**src/rtl/hrp_pkg.sv**
```systemverilog
package hrp_pkg;

  // Width of the version accumulators; values saturate at all ones.
  localparam int unsigned VERSION_WIDTH = 8;

  // Depth of the queue between the classifier and the parser core.
  localparam int unsigned QUEUE_DEPTH = 2;
  localparam int unsigned QPTR_W      = (QUEUE_DEPTH > 1) ? $clog2(QUEUE_DEPTH) : 1;
  localparam int unsigned QCNT_W      = $clog2(QUEUE_DEPTH + 1);

  // Character constants used by the classifier and the parser.
  localparam logic [7:0] CTRL_MAX = 8'd31;
  localparam logic [7:0] CH_DEL   = 8'd127;
  localparam logic [7:0] CH_H     = 8'h48;
  localparam logic [7:0] CH_T     = 8'h54;
  localparam logic [7:0] CH_P     = 8'h50;
  localparam logic [7:0] CH_SLASH = 8'h2F;
  localparam logic [7:0] CH_COLON = 8'h3A;
  localparam logic [7:0] CH_ZERO  = 8'h30;
  localparam logic [7:0] CH_NINE  = 8'h39;
  localparam logic [7:0] CH_DOT   = 8'h2E;
  localparam logic [7:0] CH_SP    = 8'h20;
  localparam logic [7:0] CH_HT    = 8'h09;
  localparam logic [7:0] CH_CR    = 8'h0D;
  localparam logic [7:0] CH_LF    = 8'h0A;

  typedef enum logic {
    OP_DATA    = 1'b0,
    OP_RESTART = 1'b1
  } op_e;

  typedef enum logic [1:0] {
    STATUS_INDET = 2'd0,
    STATUS_GOOD  = 2'd1,
    STATUS_BAD   = 2'd2
  } status_e;

  typedef enum logic [2:0] {
    TAG_NONE   = 3'd0,
    TAG_METHOD = 3'd1,
    TAG_URI    = 3'd2,
    TAG_NAME   = 3'd3,
    TAG_VALUE  = 3'd4
  } tag_e;

  typedef enum logic [4:0] {
    ST_METHOD_START       = 5'd0,
    ST_METHOD             = 5'd1,
    ST_URI                = 5'd2,
    ST_VER_H              = 5'd3,
    ST_VER_T1             = 5'd4,
    ST_VER_T2             = 5'd5,
    ST_VER_P              = 5'd6,
    ST_VER_SLASH          = 5'd7,
    ST_MAJOR_START        = 5'd8,
    ST_MAJOR              = 5'd9,
    ST_MINOR_START        = 5'd10,
    ST_MINOR              = 5'd11,
    ST_LF1                = 5'd12,
    ST_LINE_START         = 5'd13,
    ST_LWS                = 5'd14,
    ST_NAME               = 5'd15,
    ST_SPACE_BEFORE_VALUE = 5'd16,
    ST_VALUE              = 5'd17,
    ST_LF2                = 5'd18,
    ST_LF3                = 5'd19
  } parse_state_e;

  // Character classes computed once in the front end.
  typedef struct packed {
    logic token;
    logic ctrl;
    logic dec;
    logic sp;
    logic ht;
    logic cr;
    logic lf;
    logic colon;
    logic dot;
    logic slash;
    logic h;
    logic t;
    logic p;
  } char_class_t;

  typedef struct packed {
    logic        restart;
    logic [7:0]  data;
    char_class_t cls;
  } queue_entry_t;

  typedef struct packed {
    status_e    status;
    tag_e       tag;
    logic       hb;
    logic [7:0] data;
    logic [7:0] major;
    logic [7:0] minor;
  } result_t;

  function automatic logic is_control(logic [7:0] c);
    return (c <= CTRL_MAX) || (c == CH_DEL);
  endfunction

  // HTTP separator characters, including space and horizontal tab.
  function automatic logic is_separator(logic [7:0] c);
    logic sep;
    case (c) inside
      8'h28, 8'h29, 8'h3C, 8'h3E, 8'h40, 8'h2C, 8'h3B, 8'h3A, 8'h5C, 8'h22,
      8'h2F, 8'h5B, 8'h5D, 8'h3F, 8'h3D, 8'h7B, 8'h7D, 8'h20, 8'h09: sep = 1'b1;
      default: sep = 1'b0;
    endcase
    return sep;
  endfunction

  function automatic logic is_token(logic [7:0] c);
    return (c <= CH_DEL) && !is_control(c) && !is_separator(c);
  endfunction

  // acc * 10 + digit, saturating at all ones.
  function automatic logic [VERSION_WIDTH-1:0] acc_digit(logic [VERSION_WIDTH-1:0] acc,
                                                          logic [7:0] c);
    logic [VERSION_WIDTH+3:0] wide;
    logic [VERSION_WIDTH+3:0] sum;
    logic [7:0]               diff;
    logic [VERSION_WIDTH-1:0] res;
    wide = {4'd0, acc};
    diff = c - CH_ZERO;
    sum  = (wide << 3) + (wide << 1) + {{VERSION_WIDTH{1'b0}}, diff[3:0]};
    if (sum[VERSION_WIDTH+3:VERSION_WIDTH] != 4'd0) begin
      res = '1;
    end else begin
      res = sum[VERSION_WIDTH-1:0];
    end
    return res;
  endfunction

  // Low eight bits of an accumulator, zero extended when it is narrower.
  function automatic logic [7:0] report_version(logic [VERSION_WIDTH-1:0] acc);
    logic [VERSION_WIDTH+7:0] ext;
    ext = {8'd0, acc};
    return ext[7:0];
  endfunction

endpackage

```
**src/rtl/hrp_in_if.sv**
```systemverilog
interface hrp_in_if;
  logic       valid;
  logic       ready;
  logic       operation;
  logic [7:0] data_byte;

  modport source (output valid, output operation, output data_byte, input ready);
  modport sink (input valid, input operation, input data_byte, output ready);
endinterface

```
**src/rtl/hrp_out_if.sv**
```systemverilog
interface hrp_out_if;
  logic       valid;
  logic       ready;
  logic [1:0] status;
  logic [2:0] field_tag;
  logic       header_begin;
  logic [7:0] byte_out;
  logic [7:0] version_major;
  logic [7:0] version_minor;

  modport source (output valid, output status, output field_tag, output header_begin,
                  output byte_out, output version_major, output version_minor,
                  input ready);
  modport sink (input valid, input status, input field_tag, input header_begin,
                input byte_out, input version_major, input version_minor,
                output ready);
endinterface

```
**src/rtl/hrp_front.sv**
```systemverilog
module hrp_front (
  hrp_in_if.sink              in_i,
  input  logic                full_i,
  output logic                push_o,
  output hrp_pkg::queue_entry_t entry_o
);

  logic [7:0] c;

  // Accept a transaction whenever the queue has room.
  assign in_i.ready = !full_i;
  assign push_o     = in_i.valid && !full_i;
  assign c          = in_i.data_byte;

  // Classify the byte so the parser core only selects on flags.
  always_comb begin
    entry_o.restart   = (in_i.operation == hrp_pkg::OP_RESTART);
    entry_o.data      = c;
    entry_o.cls.token = hrp_pkg::is_token(c);
    entry_o.cls.ctrl  = hrp_pkg::is_control(c);
    entry_o.cls.dec   = (c >= hrp_pkg::CH_ZERO) && (c <= hrp_pkg::CH_NINE);
    entry_o.cls.sp    = (c == hrp_pkg::CH_SP);
    entry_o.cls.ht    = (c == hrp_pkg::CH_HT);
    entry_o.cls.cr    = (c == hrp_pkg::CH_CR);
    entry_o.cls.lf    = (c == hrp_pkg::CH_LF);
    entry_o.cls.colon = (c == hrp_pkg::CH_COLON);
    entry_o.cls.dot   = (c == hrp_pkg::CH_DOT);
    entry_o.cls.slash = (c == hrp_pkg::CH_SLASH);
    entry_o.cls.h     = (c == hrp_pkg::CH_H);
    entry_o.cls.t     = (c == hrp_pkg::CH_T);
    entry_o.cls.p     = (c == hrp_pkg::CH_P);
  end

endmodule

```
**src/rtl/hrp_queue.sv**
```systemverilog
module hrp_queue (
  input  logic                  clk_i,
  input  logic                  rst_ni,
  input  logic                  push_i,
  input  hrp_pkg::queue_entry_t entry_i,
  output logic                  full_o,
  input  logic                  pop_i,
  output logic                  valid_o,
  output hrp_pkg::queue_entry_t entry_o
);

  hrp_pkg::queue_entry_t           mem_q [hrp_pkg::QUEUE_DEPTH];
  logic [hrp_pkg::QPTR_W-1:0]      wr_ptr_q, wr_ptr_d;
  logic [hrp_pkg::QPTR_W-1:0]      rd_ptr_q, rd_ptr_d;
  logic [hrp_pkg::QCNT_W-1:0]      count_q, count_d;

  localparam logic [hrp_pkg::QPTR_W-1:0] LastPtr = hrp_pkg::QPTR_W'(hrp_pkg::QUEUE_DEPTH - 1);
  localparam logic [hrp_pkg::QCNT_W-1:0] FullCnt = hrp_pkg::QCNT_W'(hrp_pkg::QUEUE_DEPTH);

  assign full_o  = (count_q == FullCnt);
  assign valid_o = (count_q != '0);
  assign entry_o = mem_q[rd_ptr_q];

  // Pointer and fill count update.
  always_comb begin
    wr_ptr_d = wr_ptr_q;
    rd_ptr_d = rd_ptr_q;
    count_d  = count_q;
    if (push_i) begin
      wr_ptr_d = (wr_ptr_q == LastPtr) ? '0 : wr_ptr_q + 1'b1;
    end
    if (pop_i) begin
      rd_ptr_d = (rd_ptr_q == LastPtr) ? '0 : rd_ptr_q + 1'b1;
    end
    if (push_i && !pop_i) begin
      count_d = count_q + 1'b1;
    end else if (pop_i && !push_i) begin
      count_d = count_q - 1'b1;
    end
  end

  always_ff @(posedge clk_i or negedge rst_ni) begin
    if (!rst_ni) begin
      wr_ptr_q <= '0;
      rd_ptr_q <= '0;
      count_q  <= '0;
    end else begin
      wr_ptr_q <= wr_ptr_d;
      rd_ptr_q <= rd_ptr_d;
      count_q  <= count_d;
    end
  end

  // Entry storage needs no reset.
  always_ff @(posedge clk_i) begin
    if (push_i) begin
      mem_q[wr_ptr_q] <= entry_i;
    end
  end

endmodule

```
**src/rtl/hrp_back.sv**
```systemverilog
module hrp_back (
  input  logic                  clk_i,
  input  logic                  rst_ni,
  input  logic                  q_valid_i,
  input  hrp_pkg::queue_entry_t q_entry_i,
  output logic                  pop_o,
  hrp_out_if.source             out_o
);

  hrp_pkg::parse_state_e            st_q, st_d;
  logic                             hs_q, hs_d;
  logic [hrp_pkg::VERSION_WIDTH-1:0] maj_q, maj_d;
  logic [hrp_pkg::VERSION_WIDTH-1:0] min_q, min_d;
  hrp_pkg::result_t                 res_q, res_d;
  logic                             out_valid_q;
  hrp_pkg::char_class_t             cls;
  logic [7:0]                       c;

  assign cls   = q_entry_i.cls;
  assign c     = q_entry_i.data;
  assign pop_o = q_valid_i && (!out_valid_q || out_o.ready);

  // Next parser state and accumulators; a bad byte changes nothing.
  always_comb begin
    st_d  = st_q;
    hs_d  = hs_q;
    maj_d = maj_q;
    min_d = min_q;
    if (q_entry_i.restart) begin
      st_d  = hrp_pkg::ST_METHOD_START;
      hs_d  = 1'b0;
      maj_d = '0;
      min_d = '0;
    end else begin
      unique case (st_q)
        hrp_pkg::ST_METHOD_START: if (cls.token) st_d = hrp_pkg::ST_METHOD;
        hrp_pkg::ST_METHOD:       if (cls.sp) st_d = hrp_pkg::ST_URI;
        hrp_pkg::ST_URI:          if (cls.sp) st_d = hrp_pkg::ST_VER_H;
        hrp_pkg::ST_VER_H:        if (cls.h) st_d = hrp_pkg::ST_VER_T1;
        hrp_pkg::ST_VER_T1:       if (cls.t) st_d = hrp_pkg::ST_VER_T2;
        hrp_pkg::ST_VER_T2:       if (cls.t) st_d = hrp_pkg::ST_VER_P;
        hrp_pkg::ST_VER_P:        if (cls.p) st_d = hrp_pkg::ST_VER_SLASH;
        hrp_pkg::ST_VER_SLASH: begin
          if (cls.slash) begin
            maj_d = '0;
            min_d = '0;
            st_d  = hrp_pkg::ST_MAJOR_START;
          end
        end
        hrp_pkg::ST_MAJOR_START: begin
          if (cls.dec) begin
            maj_d = hrp_pkg::acc_digit(maj_q, c);
            st_d  = hrp_pkg::ST_MAJOR;
          end
        end
        hrp_pkg::ST_MAJOR: begin
          if (cls.dot) st_d = hrp_pkg::ST_MINOR_START;
          else if (cls.dec) maj_d = hrp_pkg::acc_digit(maj_q, c);
        end
        hrp_pkg::ST_MINOR_START: begin
          if (cls.dec) begin
            min_d = hrp_pkg::acc_digit(min_q, c);
            st_d  = hrp_pkg::ST_MINOR;
          end
        end
        hrp_pkg::ST_MINOR: begin
          if (cls.cr) st_d = hrp_pkg::ST_LF1;
          else if (cls.dec) min_d = hrp_pkg::acc_digit(min_q, c);
        end
        hrp_pkg::ST_LF1: if (cls.lf) st_d = hrp_pkg::ST_LINE_START;
        hrp_pkg::ST_LINE_START: begin
          if (cls.cr) begin
            st_d = hrp_pkg::ST_LF3;
          end else if (hs_q && (cls.sp || cls.ht)) begin
            st_d = hrp_pkg::ST_LWS;
          end else if (cls.token) begin
            hs_d = 1'b1;
            st_d = hrp_pkg::ST_NAME;
          end
        end
        hrp_pkg::ST_LWS: begin
          if (cls.cr) st_d = hrp_pkg::ST_LF2;
          else if (!cls.sp && !cls.ht && !cls.ctrl) st_d = hrp_pkg::ST_VALUE;
        end
        hrp_pkg::ST_NAME:               if (cls.colon) st_d = hrp_pkg::ST_SPACE_BEFORE_VALUE;
        hrp_pkg::ST_SPACE_BEFORE_VALUE: if (cls.sp) st_d = hrp_pkg::ST_VALUE;
        hrp_pkg::ST_VALUE:              if (cls.cr) st_d = hrp_pkg::ST_LF2;
        hrp_pkg::ST_LF2:                if (cls.lf) st_d = hrp_pkg::ST_LINE_START;
        hrp_pkg::ST_LF3:                st_d = st_q;
        default:                        st_d = st_q;
      endcase
    end
  end

  // Status, field tag and header flag for the current byte.
  always_comb begin
    res_d.status = hrp_pkg::STATUS_INDET;
    res_d.tag    = hrp_pkg::TAG_NONE;
    res_d.hb     = 1'b0;
    res_d.data   = q_entry_i.restart ? 8'd0 : c;
    res_d.major  = hrp_pkg::report_version(maj_d);
    res_d.minor  = hrp_pkg::report_version(min_d);
    if (!q_entry_i.restart) begin
      unique case (st_q)
        hrp_pkg::ST_METHOD_START: begin
          if (cls.token) res_d.tag = hrp_pkg::TAG_METHOD;
          else res_d.status = hrp_pkg::STATUS_BAD;
        end
        hrp_pkg::ST_METHOD: begin
          if (cls.sp) res_d.tag = hrp_pkg::TAG_NONE;
          else if (cls.token) res_d.tag = hrp_pkg::TAG_METHOD;
          else res_d.status = hrp_pkg::STATUS_BAD;
        end
        hrp_pkg::ST_URI: begin
          if (cls.sp) res_d.tag = hrp_pkg::TAG_NONE;
          else if (cls.ctrl) res_d.status = hrp_pkg::STATUS_BAD;
          else res_d.tag = hrp_pkg::TAG_URI;
        end
        hrp_pkg::ST_VER_H:       if (!cls.h) res_d.status = hrp_pkg::STATUS_BAD;
        hrp_pkg::ST_VER_T1:      if (!cls.t) res_d.status = hrp_pkg::STATUS_BAD;
        hrp_pkg::ST_VER_T2:      if (!cls.t) res_d.status = hrp_pkg::STATUS_BAD;
        hrp_pkg::ST_VER_P:       if (!cls.p) res_d.status = hrp_pkg::STATUS_BAD;
        hrp_pkg::ST_VER_SLASH:   if (!cls.slash) res_d.status = hrp_pkg::STATUS_BAD;
        hrp_pkg::ST_MAJOR_START: if (!cls.dec) res_d.status = hrp_pkg::STATUS_BAD;
        hrp_pkg::ST_MAJOR:       if (!cls.dot && !cls.dec) res_d.status = hrp_pkg::STATUS_BAD;
        hrp_pkg::ST_MINOR_START: if (!cls.dec) res_d.status = hrp_pkg::STATUS_BAD;
        hrp_pkg::ST_MINOR:       if (!cls.cr && !cls.dec) res_d.status = hrp_pkg::STATUS_BAD;
        hrp_pkg::ST_LF1:         if (!cls.lf) res_d.status = hrp_pkg::STATUS_BAD;
        hrp_pkg::ST_LINE_START: begin
          if (cls.cr || (hs_q && (cls.sp || cls.ht))) begin
            res_d.tag = hrp_pkg::TAG_NONE;
          end else if (!cls.token) begin
            res_d.status = hrp_pkg::STATUS_BAD;
          end else begin
            res_d.tag = hrp_pkg::TAG_NAME;
            res_d.hb  = 1'b1;
          end
        end
        hrp_pkg::ST_LWS: begin
          if (cls.cr || cls.sp || cls.ht) res_d.tag = hrp_pkg::TAG_NONE;
          else if (cls.ctrl) res_d.status = hrp_pkg::STATUS_BAD;
          else res_d.tag = hrp_pkg::TAG_VALUE;
        end
        hrp_pkg::ST_NAME: begin
          if (cls.colon) res_d.tag = hrp_pkg::TAG_NONE;
          else if (cls.token) res_d.tag = hrp_pkg::TAG_NAME;
          else res_d.status = hrp_pkg::STATUS_BAD;
        end
        hrp_pkg::ST_SPACE_BEFORE_VALUE: if (!cls.sp) res_d.status = hrp_pkg::STATUS_BAD;
        hrp_pkg::ST_VALUE: begin
          if (cls.cr) res_d.tag = hrp_pkg::TAG_NONE;
          else if (cls.ctrl) res_d.status = hrp_pkg::STATUS_BAD;
          else res_d.tag = hrp_pkg::TAG_VALUE;
        end
        hrp_pkg::ST_LF2: if (!cls.lf) res_d.status = hrp_pkg::STATUS_BAD;
        hrp_pkg::ST_LF3: begin
          res_d.status = cls.lf ? hrp_pkg::STATUS_GOOD : hrp_pkg::STATUS_BAD;
        end
        default: res_d.status = hrp_pkg::STATUS_BAD;
      endcase
    end
  end

  // Parser state advances once per queued transaction.
  always_ff @(posedge clk_i or negedge rst_ni) begin
    if (!rst_ni) begin
      st_q        <= hrp_pkg::ST_METHOD_START;
      hs_q        <= 1'b0;
      maj_q       <= '0;
      min_q       <= '0;
      out_valid_q <= 1'b0;
    end else begin
      if (pop_o) begin
        st_q        <= st_d;
        hs_q        <= hs_d;
        maj_q       <= maj_d;
        min_q       <= min_d;
        out_valid_q <= 1'b1;
      end else if (out_o.ready) begin
        out_valid_q <= 1'b0;
      end
    end
  end

  // Result register holds until the downstream side takes it.
  always_ff @(posedge clk_i) begin
    if (pop_o) begin
      res_q <= res_d;
    end
  end

  assign out_o.valid         = out_valid_q;
  assign out_o.status        = res_q.status;
  assign out_o.field_tag     = res_q.tag;
  assign out_o.header_begin  = res_q.hb;
  assign out_o.byte_out      = res_q.data;
  assign out_o.version_major = res_q.major;
  assign out_o.version_minor = res_q.minor;

  a_restart_clears: assert property (@(posedge clk_i) disable iff (!rst_ni)
    pop_o && q_entry_i.restart |=> st_q == hrp_pkg::ST_METHOD_START && !hs_q &&
                                   maj_q == '0 && min_q == '0)
    else $error("restart did not return the parser to method start");

  a_bad_holds_state: assert property (@(posedge clk_i) disable iff (!rst_ni)
    pop_o && res_d.status == hrp_pkg::STATUS_BAD |=>
      $stable(st_q) && $stable(hs_q) && $stable(maj_q) && $stable(min_q))
    else $error("bad byte changed the parser state");

  a_header_begin: assert property (@(posedge clk_i) disable iff (!rst_ni)
    pop_o && res_d.hb |=> hs_q && st_q == hrp_pkg::ST_NAME)
    else $error("header start did not enter the header name");

  a_good_in_final: assert property (@(posedge clk_i) disable iff (!rst_ni)
    out_valid_q && res_q.status == hrp_pkg::STATUS_GOOD |-> st_q == hrp_pkg::ST_LF3)
    else $error("good status outside the final line feed check");

endmodule

```
**src/rtl/http_request_head_parser_unit.sv**
```systemverilog
// HTTP/1.x request head parser. Each input transaction carries one request byte
// (or a restart), and each produces exactly one result transaction with a
// status, a field tag, a header start flag, the byte itself and the running
// major and minor version values. The block takes one byte per clock when the
// result side keeps up: a classifier tags each byte's character class in the
// same cycle it is accepted, a two-entry queue decouples it from the parser
// state machine, and the state machine updates its state and fills the output
// register once per byte. A result is valid after its byte passes the queue
// and the output register; the per-byte state update sets the one byte per
// clock rate. A restart transaction returns the parser to the method start.
module http_request_head_parser_unit (
  input  logic       clk_i,
  input  logic       rst_ni,
  hrp_in_if.sink     in_i,
  hrp_out_if.source  out_o
);

  logic                  push;
  logic                  full;
  logic                  q_valid;
  logic                  pop;
  hrp_pkg::queue_entry_t push_entry;
  hrp_pkg::queue_entry_t pop_entry;

  // Front end: accept and classify bytes.
  hrp_front u_front (
    .in_i    (in_i),
    .full_i  (full),
    .push_o  (push),
    .entry_o (push_entry)
  );

  // Queue between classifier and parser core.
  hrp_queue u_queue (
    .clk_i   (clk_i),
    .rst_ni  (rst_ni),
    .push_i  (push),
    .entry_i (push_entry),
    .full_o  (full),
    .pop_i   (pop),
    .valid_o (q_valid),
    .entry_o (pop_entry)
  );

  // Back end: parser state machine and result register.
  hrp_back u_back (
    .clk_i     (clk_i),
    .rst_ni    (rst_ni),
    .q_valid_i (q_valid),
    .q_entry_i (pop_entry),
    .pop_o     (pop),
    .out_o     (out_o)
  );

endmodule
```
**src/flat_wrapper.sv**
```systemverilog
// flat-port wrapper written by rule: the top's interface ports become plain ports
module http_request_head_parser_unit_flat 
  (clk_i, rst_ni, in_i_valid, in_i_operation, in_i_data_byte, in_i_ready, out_o_valid, out_o_status, out_o_field_tag, out_o_header_begin, out_o_byte_out, out_o_version_major, out_o_version_minor, out_o_ready);
  hrp_in_if in_i_i ();
  hrp_out_if out_o_i ();
  input  logic clk_i;
  input  logic rst_ni;
  input wire logic [$bits(in_i_i.valid)-1:0] in_i_valid;
  input wire logic [$bits(in_i_i.operation)-1:0] in_i_operation;
  input wire logic [$bits(in_i_i.data_byte)-1:0] in_i_data_byte;
  output wire logic [$bits(in_i_i.ready)-1:0] in_i_ready;
  output wire logic [$bits(out_o_i.valid)-1:0] out_o_valid;
  output wire logic [$bits(out_o_i.status)-1:0] out_o_status;
  output wire logic [$bits(out_o_i.field_tag)-1:0] out_o_field_tag;
  output wire logic [$bits(out_o_i.header_begin)-1:0] out_o_header_begin;
  output wire logic [$bits(out_o_i.byte_out)-1:0] out_o_byte_out;
  output wire logic [$bits(out_o_i.version_major)-1:0] out_o_version_major;
  output wire logic [$bits(out_o_i.version_minor)-1:0] out_o_version_minor;
  input wire logic [$bits(out_o_i.ready)-1:0] out_o_ready;
  assign in_i_i.valid = in_i_valid;
  assign in_i_i.operation = in_i_operation;
  assign in_i_i.data_byte = in_i_data_byte;
  assign in_i_ready = in_i_i.ready;
  assign out_o_valid = out_o_i.valid;
  assign out_o_status = out_o_i.status;
  assign out_o_field_tag = out_o_i.field_tag;
  assign out_o_header_begin = out_o_i.header_begin;
  assign out_o_byte_out = out_o_i.byte_out;
  assign out_o_version_major = out_o_i.version_major;
  assign out_o_version_minor = out_o_i.version_minor;
  assign out_o_i.ready = out_o_ready;
  http_request_head_parser_unit u_core (.clk_i(clk_i), .rst_ni(rst_ni), .in_i(in_i_i), .out_o(out_o_i));
endmodule
```
**config.mk**
```make
export PLATFORM = sky130hd
export DESIGN_NAME = http_request_head_parser_unit_flat
export DESIGN_NICKNAME = d
export VERILOG_FILES = /design/src/rtl/hrp_pkg.sv /design/src/rtl/hrp_in_if.sv /design/src/rtl/hrp_out_if.sv /design/src/rtl/hrp_front.sv /design/src/rtl/hrp_queue.sv /design/src/rtl/hrp_back.sv /design/src/rtl/http_request_head_parser_unit.sv /design/src/flat_wrapper.sv
export SDC_FILE = /design/constraint.sdc
export NUM_CORES = 1
export LEC_CHECK = 0
export BUFFER_PORTS_ARGS = -buffer_cell sky130_fd_sc_hd__buf_2
export CAP_MARGIN = 20
export CORE_ASPECT_RATIO = 0.9
export CORE_UTILIZATION = 40
export DETAILED_ROUTE_END_ITERATION = 10
export SLEW_MARGIN = 20
export SYNTH_ARGS = -nofsm -noshare
export SYNTH_HDL_FRONTEND = slang
export SYNTH_SLANG_ARGS = --single-unit
```
**constraint.sdc**
```tcl
create_clock -name clk_i -period 5.9 [get_ports clk_i]
set_clock_uncertainty 0.1 [all_clocks]
set_input_delay 1.18 -clock clk_i [delete_from_list [all_inputs] [get_ports clk_i]]
set_output_delay 1.18 -clock clk_i [all_outputs]
set_load 0.01 [all_outputs]
```
Word-level counts from Yosys, hierarchy flattened
Memory sizes are Yosys's and may differ from the RTL's.
Cells that the tools add are included.
Widths: inputs -> output; s select.

storage, ports and cells
  register bits = 57
  RAM bits = 44
  bits of input ports = 13
  output and inout port bits = 32
  logic and storage cells = 221
  memories = 1

memory list
  name                  words  bits a word  read ports  clocked after Yosys merged registers in  write ports  RTL line         RTL
  u_core.u_queue.mem_q  2      22           1           0                                        1            hrp_queue.sv:12  hrp_pkg::queue_entry_t mem_q [hrp_pkg::QUEUE_DEPTH];

cells by class
  add/subtract/negate cells = 9
  order comparisons = 4
  eq/ne operators = 66
  multiplexer cells = 80
  bitwise logic cells = 1
  reduce and logical (&&, ||, !) cells = 46

operators with widths
  kind                count
  $mux 5              22
  $eq 8x6->1 const B  13
  $pmux 5 s18         1
  $eq 8x7->1 const B  10
  $mux 8              10
  $mux 2              25
  $pmux 8 s3          2
  $eq 5x4->1 const B  8
  $pmux 2 s17         1
  $ne 3x3->1 const B  11
  $add 11x9->12       2
  $add 12x4->12       2
  $eq 8x4->1 const B  3
  $pmux 3 s7          1
  $eq 5x3->1 const B  4
  $eq 5x5->1 const B  4
  $reduce_and 20->1   1
  $reduce_bool 19->1  1
  $reduce_or 19->1    1
  $mux 3              5
  $mux 1              13
  $logic_and 1x1->1   12
  $logic_not 1->1     12
  $ne 3x2->1 const B  4
  23 further kinds    38

Depth between registers and ports, before layout
Gate-level depths: netlist of run 1.
An unclocked memory read counts as a cell.

  depth after elaboration = 9
  mapped depth = 17
  depth with buffers taken out = 13

Cells and area by module
Synthesis of run 1 repeated with hierarchy kept, for this count alone.

second synthesis, totals
  cells, all modules = 627
  area, all modules = 6475.0 µm²

by module, submodules not included
  module     instances  cells an instance  area each (µm²)  seq. area each (µm²)
  hrp_back   1          479                4289.1           1476.4
  hrp_queue  1          84                 1780.5           1421.4
  hrp_front  1          64                 405.4            0.0

Worst setup path before layout of run 1
Ideal clock, no wire load.

  path type = flip-flop to flip-flop
  start point = register u_core.u_queue.rd_ptr_q
  end point = register u_core.u_back.res_q (netlist bit u_core.u_back.out_o.version_major[3]), data pin
  library setup time = 0.259 ns
  data arrival time = 3.765 ns
  required time = 5.541 ns
  setup slack = 1.776 ns
  stages on the path, launching flop included = 17
  buffers on the path = 4
  clock period less this slack = 4.124 ns
  cells stage by stage = dfrtp_1 buf_6 buf_8 buf_2 mux2_2 fa_1 inv_1 fa_1 nor2b_1 o31a_1 or3_1 o211a_2 nand4_4 or2_1 buf_6 o2111a_1 or2_1

RTL lines
  element                 RTL line         RTL
  start, declared         hrp_queue.sv:14  logic [hrp_pkg::QPTR_W-1:0] rd_ptr_q, rd_ptr_d;
  start signal, assigned  hrp_queue.sv:49  rd_ptr_q <= rd_ptr_d;
  end signal, assigned    hrp_back.sv:188  res_q <= res_d;
  end, declared           hrp_back.sv:14   hrp_pkg::result_t res_q, res_d;

==> flow_summary.ini, run 1 <==
[placed_design]
dp.cells = 810
gp_congestion = 0.997
dp_hpwl_mm = 10.1
placed_area_sq_mm = 0.00653
numPortBuffers = 44

[synth]
synthFlopType = edfxtp_1
avgSynthCellArea_sq_um = 10.4
yosys_warnings = 0
yosys.area.top_type = edfxtp_1
synth.area.top_cells = edfxtp_1 (36%), dfrtp_1 (11%), ha_1 (6.3%)
synth_top_area_share_pct = 35.9
syn_nets = 644
yosys.cell_types.count = 76
synthesis.area_sq_mm = 0.00619
synth-edff-count = 74
synth_seq_cells = 101
synth_seq_area_share_pct = 46.8
synthCells = 596
ys_async_sr_fraction_pct = 26.7

[detailed_routing]
ant_nets = 0
wl_per_cell_um = 17.7
drt_pass1_iterations = 5
vias = 4842
drt_iter0_drc = 511
drc = 0
vias_per_cell = 5.86
wirelength_mm = 14.6

[worst_setup_path]
cp.arrival_ns = 4.07
critPathSlowestCell = fa_1
critical_path_buf_inv_count = 1
max_stage_delay_ns = 0.52
cp.required_ns = 5.90
path_cells = mux2_2 -> fa_1 -> inv_1 -> fa_1 -> nor2b_1 -> o31a_1 -> or3_1 -> o211a_2 -> nand4_4 -> or2_1 -> o2111a_1 -> or2_1
crit_family = simple AND/OR/NAND/NOR gates
critPathKind = flip-flop to flip-flop
cp-end-kind = flip-flop
cp_max_fo = 18
r2r_slack_ns = 1.83
critPathLaunchType = flip-flop

[power_and_ir_drop]
seqPwrFrac_pct = 40.2
power_uw = 2650
p_int_uw = 1650
power.density_mw_per_mm2 = 388
ir_worst_vdd_uv = 184
switching_share_pct = 37.6
power_switching_uw = 998
clkPwrFrac_pct = 22.8
p_leak_uw = 0.00266
combPwrFrac_pct = 37.0

[die]
die_y_um = 120
std_cell_rows = 42
die_x_um = 133
initial_core_util_pct = 41.5
ios = 45
die_area_sq_mm = 0.0160
coreArea_sq_mm = 0.0149

[final_layout]
diodes = 0
multi_input_area_sq_mm = 0.00303
area_growth_pct = 10.4
utilization_pct = 45.8
final_cell_area_sq_mm = 0.00683
regArea_sq_mm = 0.00290
instances_no_fill = 826
nets = 671
final_layout_size_suffix_gt1_share_pct = 14.8
final.fill_count = 1430

[clocking]
cts_made_buffers = 9
clock_sinks = 101
clk_latency_ns = 0.35
ctsRootBufferMaster = clkbuf_16
postCtsSetupRepairBufs = 0
clk_pin_slew_worst_paths_ns = 0.07
post_cts_resize_count = 0
htree_levels = 3
cts_buffer_depth = 2
cts_tree = yes
hold_buffers = 0

[sta]
hold_violations = 0
fin_crit_sh_pct = 69.0
drv_slew = 0
rsz0062_at_grt = no
finalSetupTns_ns = 0
slew_headroom_pct = 32.6
max_freq_ghz = 0.246
period_needed_ns = 4.07
tightest_slew_ns = 1.00
setup_viol = 0

[status]
outcome = complete, no violations

[hold_path]
hold_class = flip-flop to flip-flop

[grt]
grt-ovfl-total = 0
antenna_found_initial = 0
grt_pass1_wl_mm = 23.9
grtUsageTotal_pct = 19.1
grt_pass1_vias = 4586
grt_max_degree = 39

[flow_run]
cap_violations = 0
## cell families (layout without fill, tap and decap cells)
logic type | after synthesis | count (layout) | share of synthesized area, %
AND/OR/NAND/NOR | 207 | 207 | 17.2
AO/OA/AOI/OAI | 158 | 158 | 17.8
flip-flops | 101 | 101 | 46.8
buffers and inverters | 59 | 91 | 4.31
adder cells (fa/ha/maj) | 35 | 35 | 7.56
multiplexers | 24 | 24 | 4.41
XOR/XNOR | 12 | 12 | 1.82
## routing by layer
metal	GRT usage [%]	share of wire [%]
met5	0	0
met4	5.61	1.8
met3	4.35	5.6
met2	31.1	47
met1	25.4	45
## placed cells by master, fill, tap and decap left out, drive strengths merged, types with 4 or more instances in the layout
cell type  netlist  layout
nand2           63      63
o211ai           7       7
o32ai            4       4
nor3            23      23
nor2b            4       4
a211o            4       4
nor4             7       7
edfxtp          74      74
xnor2           10      10
nand3           11      11
nor3b            7       7
o21a             4       4
ha              31      31
o21ai           35      35
o22ai            6       6
a31oi            4       4
and2             8       8
clkbuf          19      11
o221ai          13      13
a21o             7       7
nand2b          10      10
mux2            10      10
mux2i           14      14
a21oi           40      40
nand3b           4       4
and3             6       6
nor2            41      41
or2              5       5
inv             25      28
fa               4       4
a22o             6       6
or3              4       4
dfrtp           27      27
buf             15      50
## power by group through the flow
stage / Clock, uW / Combinational [uW] / Sequential [uW]
6_report: 605 / 981 / 1060
5_1_grt: 647 / 1080 / 1090
4_1_cts: 620 / 985 / 1070
3_5_place_dp: 0 / 982 / 1080
3_3_place_gp: 0 / 961 / 1080
2_1_floorplan: 0 / 678 / 1090
## final timing paths
check | start | endpoint | depth (start not counted)
hold / removal | u_core.u_back.out_o.valid | u_core.u_back.out_o.valid | 2
setup reg to reg | u_core.u_queue.rd_ptr_q | u_core.u_back.out_o.version_major[3] | 12
min in group asynchronous | rst_ni | u_core.u_back.st_q[3] | 1
setup / recovery | u_core.u_queue.rd_ptr_q | u_core.u_back.out_o.version_major[3] | 12
max in group asynchronous | rst_ni | u_core.u_back.maj_q[1] | 1
hold reg to reg | u_core.u_back.out_o.valid | u_core.u_back.out_o.valid | 2
## sequential cells by signal, summed over array words and instances (netlist names), 2 cells and up
| register | count |
|---|---|
| u_core.u_back.maj_q | 8 |
| u_core.u_back.min_q | 8 |
| u_core.u_back.out_o.byte_out | 8 |
| u_core.u_back.out_o.field_tag | 3 |
| u_core.u_back.out_o.status | 2 |
| u_core.u_back.out_o.version_major | 8 |
| u_core.u_back.out_o.version_minor | 8 |
| u_core.u_back.st_q | 5 |
| u_core.u_queue.count_q | 2 |
| u_core.u_queue.mem_q | 44 |
## tightest hold or removal path, stage by stage (launching register included)
cell and delay (ns):
dfrtp_1 0.34, nand2b_1 0.07, nand2_1 0.06
## cells in the mapped netlist (all sizes together), types with 14 or more instances
| library cell | number |
|---|---|
| nor3 | 23 |
| nand2 | 63 |
| inv | 25 |
| o21ai | 35 |
| edfxtp | 74 |
| clkbuf | 19 |
| mux2i | 14 |
| a21oi | 40 |
| nor2 | 41 |
| dfrtp | 27 |
| ha | 31 |
| buf | 15 |
## cell type report
class / count / area share [%]
Tap cell: 198 / 3.63
Timing Repair Buffer: 50 / 3.88
Sequential cell: 101 / 42.4
Inverter: 25 / 1.37
Clock buffer: 11 / 3.41
Clock inverter: 5 / 0.971
Multi-Input combinational cell: 436 / 44.3
## per-stage QoR
| step | hold slack (ns) | worst slack [ns] |
|---|---|---|
| 5_1_grt | 0.443 | 1.55 |
| 3_5_place_dp | 0.384 | 1.85 |
| 4_1_cts | 0.401 | 1.84 |
| 6_report | 0.400 | 1.83 |
| 2_1_floorplan | 0.361 | 1.78 |
| 3_3_place_gp | 0.390 | 1.94 |
Note: power is estimated with default switching activity, not from simulation.
==> run 2: changes to the inputs <==
==> constraint.sdc (replaced) <==
create_clock -name clk_i -period 4.15 [get_ports clk_i]
set_clock_uncertainty 0.1 [all_clocks]
set_input_delay 0.83 -clock clk_i [delete_from_list [all_inputs] [get_ports clk_i]]
set_output_delay 0.83 -clock clk_i [all_outputs]
set_load 0.01 [all_outputs]
==> flow_summary.ini, run 2 (synthesized netlist as in run 1, its figures left out) <==
[status]
outcome = complete, no violations

[clocking]
cts_tree = yes
htree_levels = 3
cts_buffer_depth = 2
cts_made_buffers = 9
post_cts_resize_count = 0
ctsRootBufferMaster = clkbuf_16
clk_latency_ns = 0.35
clk_pin_slew_worst_paths_ns = 0.07
clock_sinks = 101
hold_buffers = 0
postCtsSetupRepairBufs = 0

[sta]
max_freq_ghz = 0.255
fin_crit_sh_pct = 94.6
drv_slew = 0
period_needed_ns = 3.93
setup_viol = 0
hold_violations = 0
slew_headroom_pct = 38.1
rsz0062_at_grt = no
finalSetupTns_ns = 0
tightest_slew_ns = 0.929

[die]
coreArea_sq_mm = 0.0149
ios = 45
die_area_sq_mm = 0.0160
initial_core_util_pct = 41.5
die_y_um = 120
std_cell_rows = 42
die_x_um = 133

[final_layout]
utilization_pct = 46.1
nets = 676
diodes = 0
regMostFlops = u_core.u_queue.mem_q
area_growth_pct = 11.1
instances_no_fill = 831
largest_reg_flops = 44
final_layout_size_suffix_gt1_share_pct = 15.3
mostFrequentLayoutCells = edfxtp_1 (74), nand2_1 (63), buf_2 (44)
final_common_cell = edfxtp_1

[worst_setup_path]
reg2regPathDepth = 14
cp-endpoint = u_core.u_back.out_o.version_minor[4]
cp-end-kind = flip-flop
r2r_slack_ns = 0.22
timing.rr.start = u_core.u_queue.rd_ptr_q
cp.required_ns = 4.13
critPathLaunchType = flip-flop
cp.arrival_ns = 3.91
r2r_end = u_core.u_back.out_o.version_minor[4]
critPathLaunch = u_core.u_queue.rd_ptr_q
critPathKind = flip-flop to flip-flop
cp_max_fo = 11

[detailed_routing]
drt_pass1_iterations = 5
drc = 0
wirelength_mm = 14.6
vias_per_cell = 5.71
drt_iter0_drc = 462
vias = 4746
ant_nets = 0
wl_per_cell_um = 17.6

[power_and_ir_drop]
p_int_uw = 2380
combPwrFrac_pct = 37.9
clkPwrFrac_pct = 22.8
switching_share_pct = 37.5
seqPwrFrac_pct = 39.3
p_leak_uw = 0.00268
ir_worst_vdd_uv = 354
power_switching_uw = 1430
power.density_mw_per_mm2 = 555

[grt]
grt_pass1_vias = 4558
grt_max_degree = 33
grt_pass1_wl_mm = 23.9
grtUsageTotal_pct = 19.2
grt-ovfl-total = 0
antenna_found_initial = 0

[placed_design]
dp_hpwl_mm = 10.2
numPortBuffers = 44
dp.cells = 815
gp_congestion = 0.915

[hold_path]
hold_class = flip-flop to flip-flop
hold_start = u_core.u_back.out_o.valid

[flow_run]
cap_violations = 0
==> run 2: through the flow <==
stage          total power, uW  setup WS (ns)  hold slack (ns)  area, sq um
2_1_floorplan             2520         0.0255            0.361         6190
3_3_place_gp              2950          0.391            0.383         6560
3_5_place_dp              2980          0.274            0.394         6580
4_1_cts                   3850          0.246            0.411         6870
5_1_grt                   4040         0.0164            0.433         6870
6_report                  3810          0.223            0.407         6870
==> run 2: worst min-delay path by stage <==
stage | endpoint | cells past startpoint | slack (ns)
2_1_floorplan | u_core.u_queue.wr_ptr_q | 1 | 0.36
3_3_place_gp | u_core.u_back.out_o.valid | 2 | 0.38
3_5_place_dp | u_core.u_back.out_o.valid | 2 | 0.39
4_1_cts | u_core.u_back.out_o.valid | 2 | 0.41
5_1_grt | u_core.u_queue.wr_ptr_q | 1 | 0.43
6_report | u_core.u_back.out_o.valid | 2 | 0.41
==> run 2: power by group through the flow <==
stage	clock, uW	combinational (uW)	sequential, uW
global route	924	1580	1530
global placement	0	1430	1520
floorplan	0	963	1550
finish	868	1450	1500
detailed placement	0	1450	1520
CTS	886	1460	1500
==> run 2: layer usage <==
layer / global-route usage, % / vias up / share of wire (%)
met4: 5.68 / 0 / 1.1
met3: 3.68 / 14 / 5.5
li1: - / 2305 / -
met5: 0 / - / 0
met1: 27.2 / 2286 / 47
met2: 29.8 / 141 / 46
==> run 2: layout make-up <==
class	instances	area, sq um
clock buffer	11	233
inverter	25	93.8
timing repair buffer	55	310
sequential	101	2900
fill	1428	8050
tap	198	248
multi-input combinational	436	3030
clock inverter	5	66.3
==> run 2: critical path, stage by stage, from the launching register on <==
cell	delay (ns)
dfrtp_1	0.37
buf_4	0.22
mux2_2	0.39
ha_1	0.29
ha_1	0.17
inv_1	0.06
fa_1	0.41
nor2b_1	0.12
o21ai_0	0.10
a21oi_1	0.25
nand4b_1	0.12
o32ai_1	0.34
nand2b_1	0.33
o221ai_1	0.30
a21oi_1	0.09
==> run 3: changes to the inputs <==
--- a/config.mk
+++ b/config.mk
@@ -10,6 +10,7 @@
 export CORE_ASPECT_RATIO = 0.9
 export CORE_UTILIZATION = 40
 export DETAILED_ROUTE_END_ITERATION = 10
+export PLACE_DENSITY = 0.61
 export SLEW_MARGIN = 20
 export SYNTH_ARGS = -nofsm -noshare
 export SYNTH_HDL_FRONTEND = slang
==> flow_summary.ini, run 3 (synthesized netlist as in run 1, its figures left out) <==
[worst_setup_path]
crit_family = compound AO/OA/AOI/OAI gates
path_cells = buf_4 -> mux2_2 -> ha_1 -> ha_1 -> inv_1 -> fa_1 -> nor2b_1 -> o21ai_0 -> a21oi_1 -> nand4b_1 -> o32ai_1 -> nand2b_2 -> o221ai_1 -> a21oi_1
cp_max_fo = 11
cp.arrival_ns = 3.90
cp-end-kind = flip-flop
cp.depth = 14
critPathLaunchType = flip-flop
max_stage_delay_ns = 0.40
critPathKind = flip-flop to flip-flop
critical_path_buf_inv_count = 2
cp.required_ns = 4.15
reg2regPathDepth = 14
critPathSlowestCell = mux2_2

[final_layout]
area_growth_pct = 11.3
final_common_cell = edfxtp_1
regArea_sq_mm = 0.00290
mostFrequentLayoutCells = edfxtp_1 (74), nand2_1 (63), buf_2 (44)
diodes = 0
instances_no_fill = 831
largest_reg_flops = 44
multi_input_area_sq_mm = 0.00303
final.fill_count = 1401
regMostFlops = u_core.u_queue.mem_q
final_layout_size_suffix_gt1_share_pct = 15.6
nets = 676

[clocking]
post_cts_resize_count = 0
cts_made_buffers = 9
htree_levels = 3
cts_tree = yes
clk_pin_slew_worst_paths_ns = 0.08
hold_buffers = 0
clock_sinks = 101
postCtsSetupRepairBufs = 0
ctsRootBufferMaster = clkbuf_16
cts_buffer_depth = 2
clk_latency_ns = 0.37

[placed_design]
dp_hpwl_mm = 10.4
numPortBuffers = 44
gp_congestion = 0.920
dp_slack_ns = 0.234
dp.cells = 815

[die]
initial_core_util_pct = 41.5
coreArea_sq_mm = 0.0149
ios = 45
die_x_um = 133
die_area_sq_mm = 0.0160
std_cell_rows = 42
die_y_um = 120

[power_and_ir_drop]
p_int_uw = 2380
combPwrFrac_pct = 37.9
ir_worst_vdd_uv = 288
seqPwrFrac_pct = 39.1
switching_share_pct = 37.9
clkPwrFrac_pct = 23.0
p_leak_uw = 0.00269
power.density_mw_per_mm2 = 556
power_switching_uw = 1450

[grt]
grt_pass1_wl_mm = 24.0
met2_usage_pct = 30.7
use_met1_pct = 26.8
grt_pass1_vias = 4546
antenna_found_initial = 0
grtUsageTotal_pct = 19.6
grt_max_degree = 28
grt_busiest_layer = met2
grt-ovfl-total = 0
grtUsageMet3_pct = 4.94

[sta]
tightest_slew_ns = 0.980
rsz0062_at_grt = no
period_needed_ns = 3.90
setup_viol = 0
drv_slew = 0
max_freq_ghz = 0.256
slew_headroom_pct = 34.2
fin_ws_ns = 0.249
finalSetupTns_ns = 0
hold_slack_ns = 0.403
fin_crit_sh_pct = 94.0
hold_violations = 0

[hold_path]
hold_class = input pin to async pin

[detailed_routing]
vias_per_cell = 5.87
wl_per_cell_um = 18.2
vias = 4877
drt_pass1_iterations = 6
drc = 0
ant_nets = 0
drt_iter0_drc = 471
wirelength_mm = 15.1

[status]
outcome = complete, no violations

[flow_run]
cap_violations = 0
==> run 3: layer usage <==
| layer | up-vias | wire length (um) |
|---|---|---|
| li1 | 2305 | - |
| met1 | 2355 | 6940 |
| met2 | 190 | 6980 |
| met3 | 27 | 990 |
| met4 | 0 | 182 |
| met5 | - | 0 |
==> run 3: cell type report <==
class | instances | share of cell area (%)
Multi-Input combinational cell | 436 | 44.0
Sequential cell | 101 | 42.1
Clock inverter | 7 | 1.22
Clock buffer | 9 | 3.27
Timing Repair Buffer | 55 | 4.51
Inverter | 25 | 1.36
Tap cell | 198 | 3.60
==> run 3: final timing paths <==
check                                     startpoint                                    to  slack (ns)
setup / recovery             u_core.u_queue.rd_ptr_q  u_core.u_back.out_o.version_minor[4]        0.25
hold / removal                                rst_ni                    u_core.u_back.hs_q        0.40
setup reg to reg             u_core.u_queue.rd_ptr_q  u_core.u_back.out_o.version_minor[4]        0.25
hold reg to reg            u_core.u_back.out_o.valid             u_core.u_back.out_o.valid        0.41
max in group asynchronous                     rst_ni                u_core.u_back.min_q[3]        3.07
min in group clk_i         u_core.u_back.out_o.valid             u_core.u_back.out_o.valid        0.41
==> run 3: metrics by stage <==
stage               total power (uW)  util, %  cell area (sq um)
floorplan                       2520        -               6190
global placement                2930     44.0               6560
detailed placement              2970     44.1               6580
CTS                             3860     46.1               6880
global route                    4060     46.1               6890
finish                          3830     46.1               6890
==> run 3: power by group through the flow <==
stage / registers (uW) / logic [uW] / clock network [uW]
floorplan: 1550 / 963 / 0
global placement: 1510 / 1420 / 0
detailed placement: 1520 / 1450 / 0
CTS: 1500 / 1460 / 903
global route: 1520 / 1590 / 942
finish: 1500 / 1450 / 879
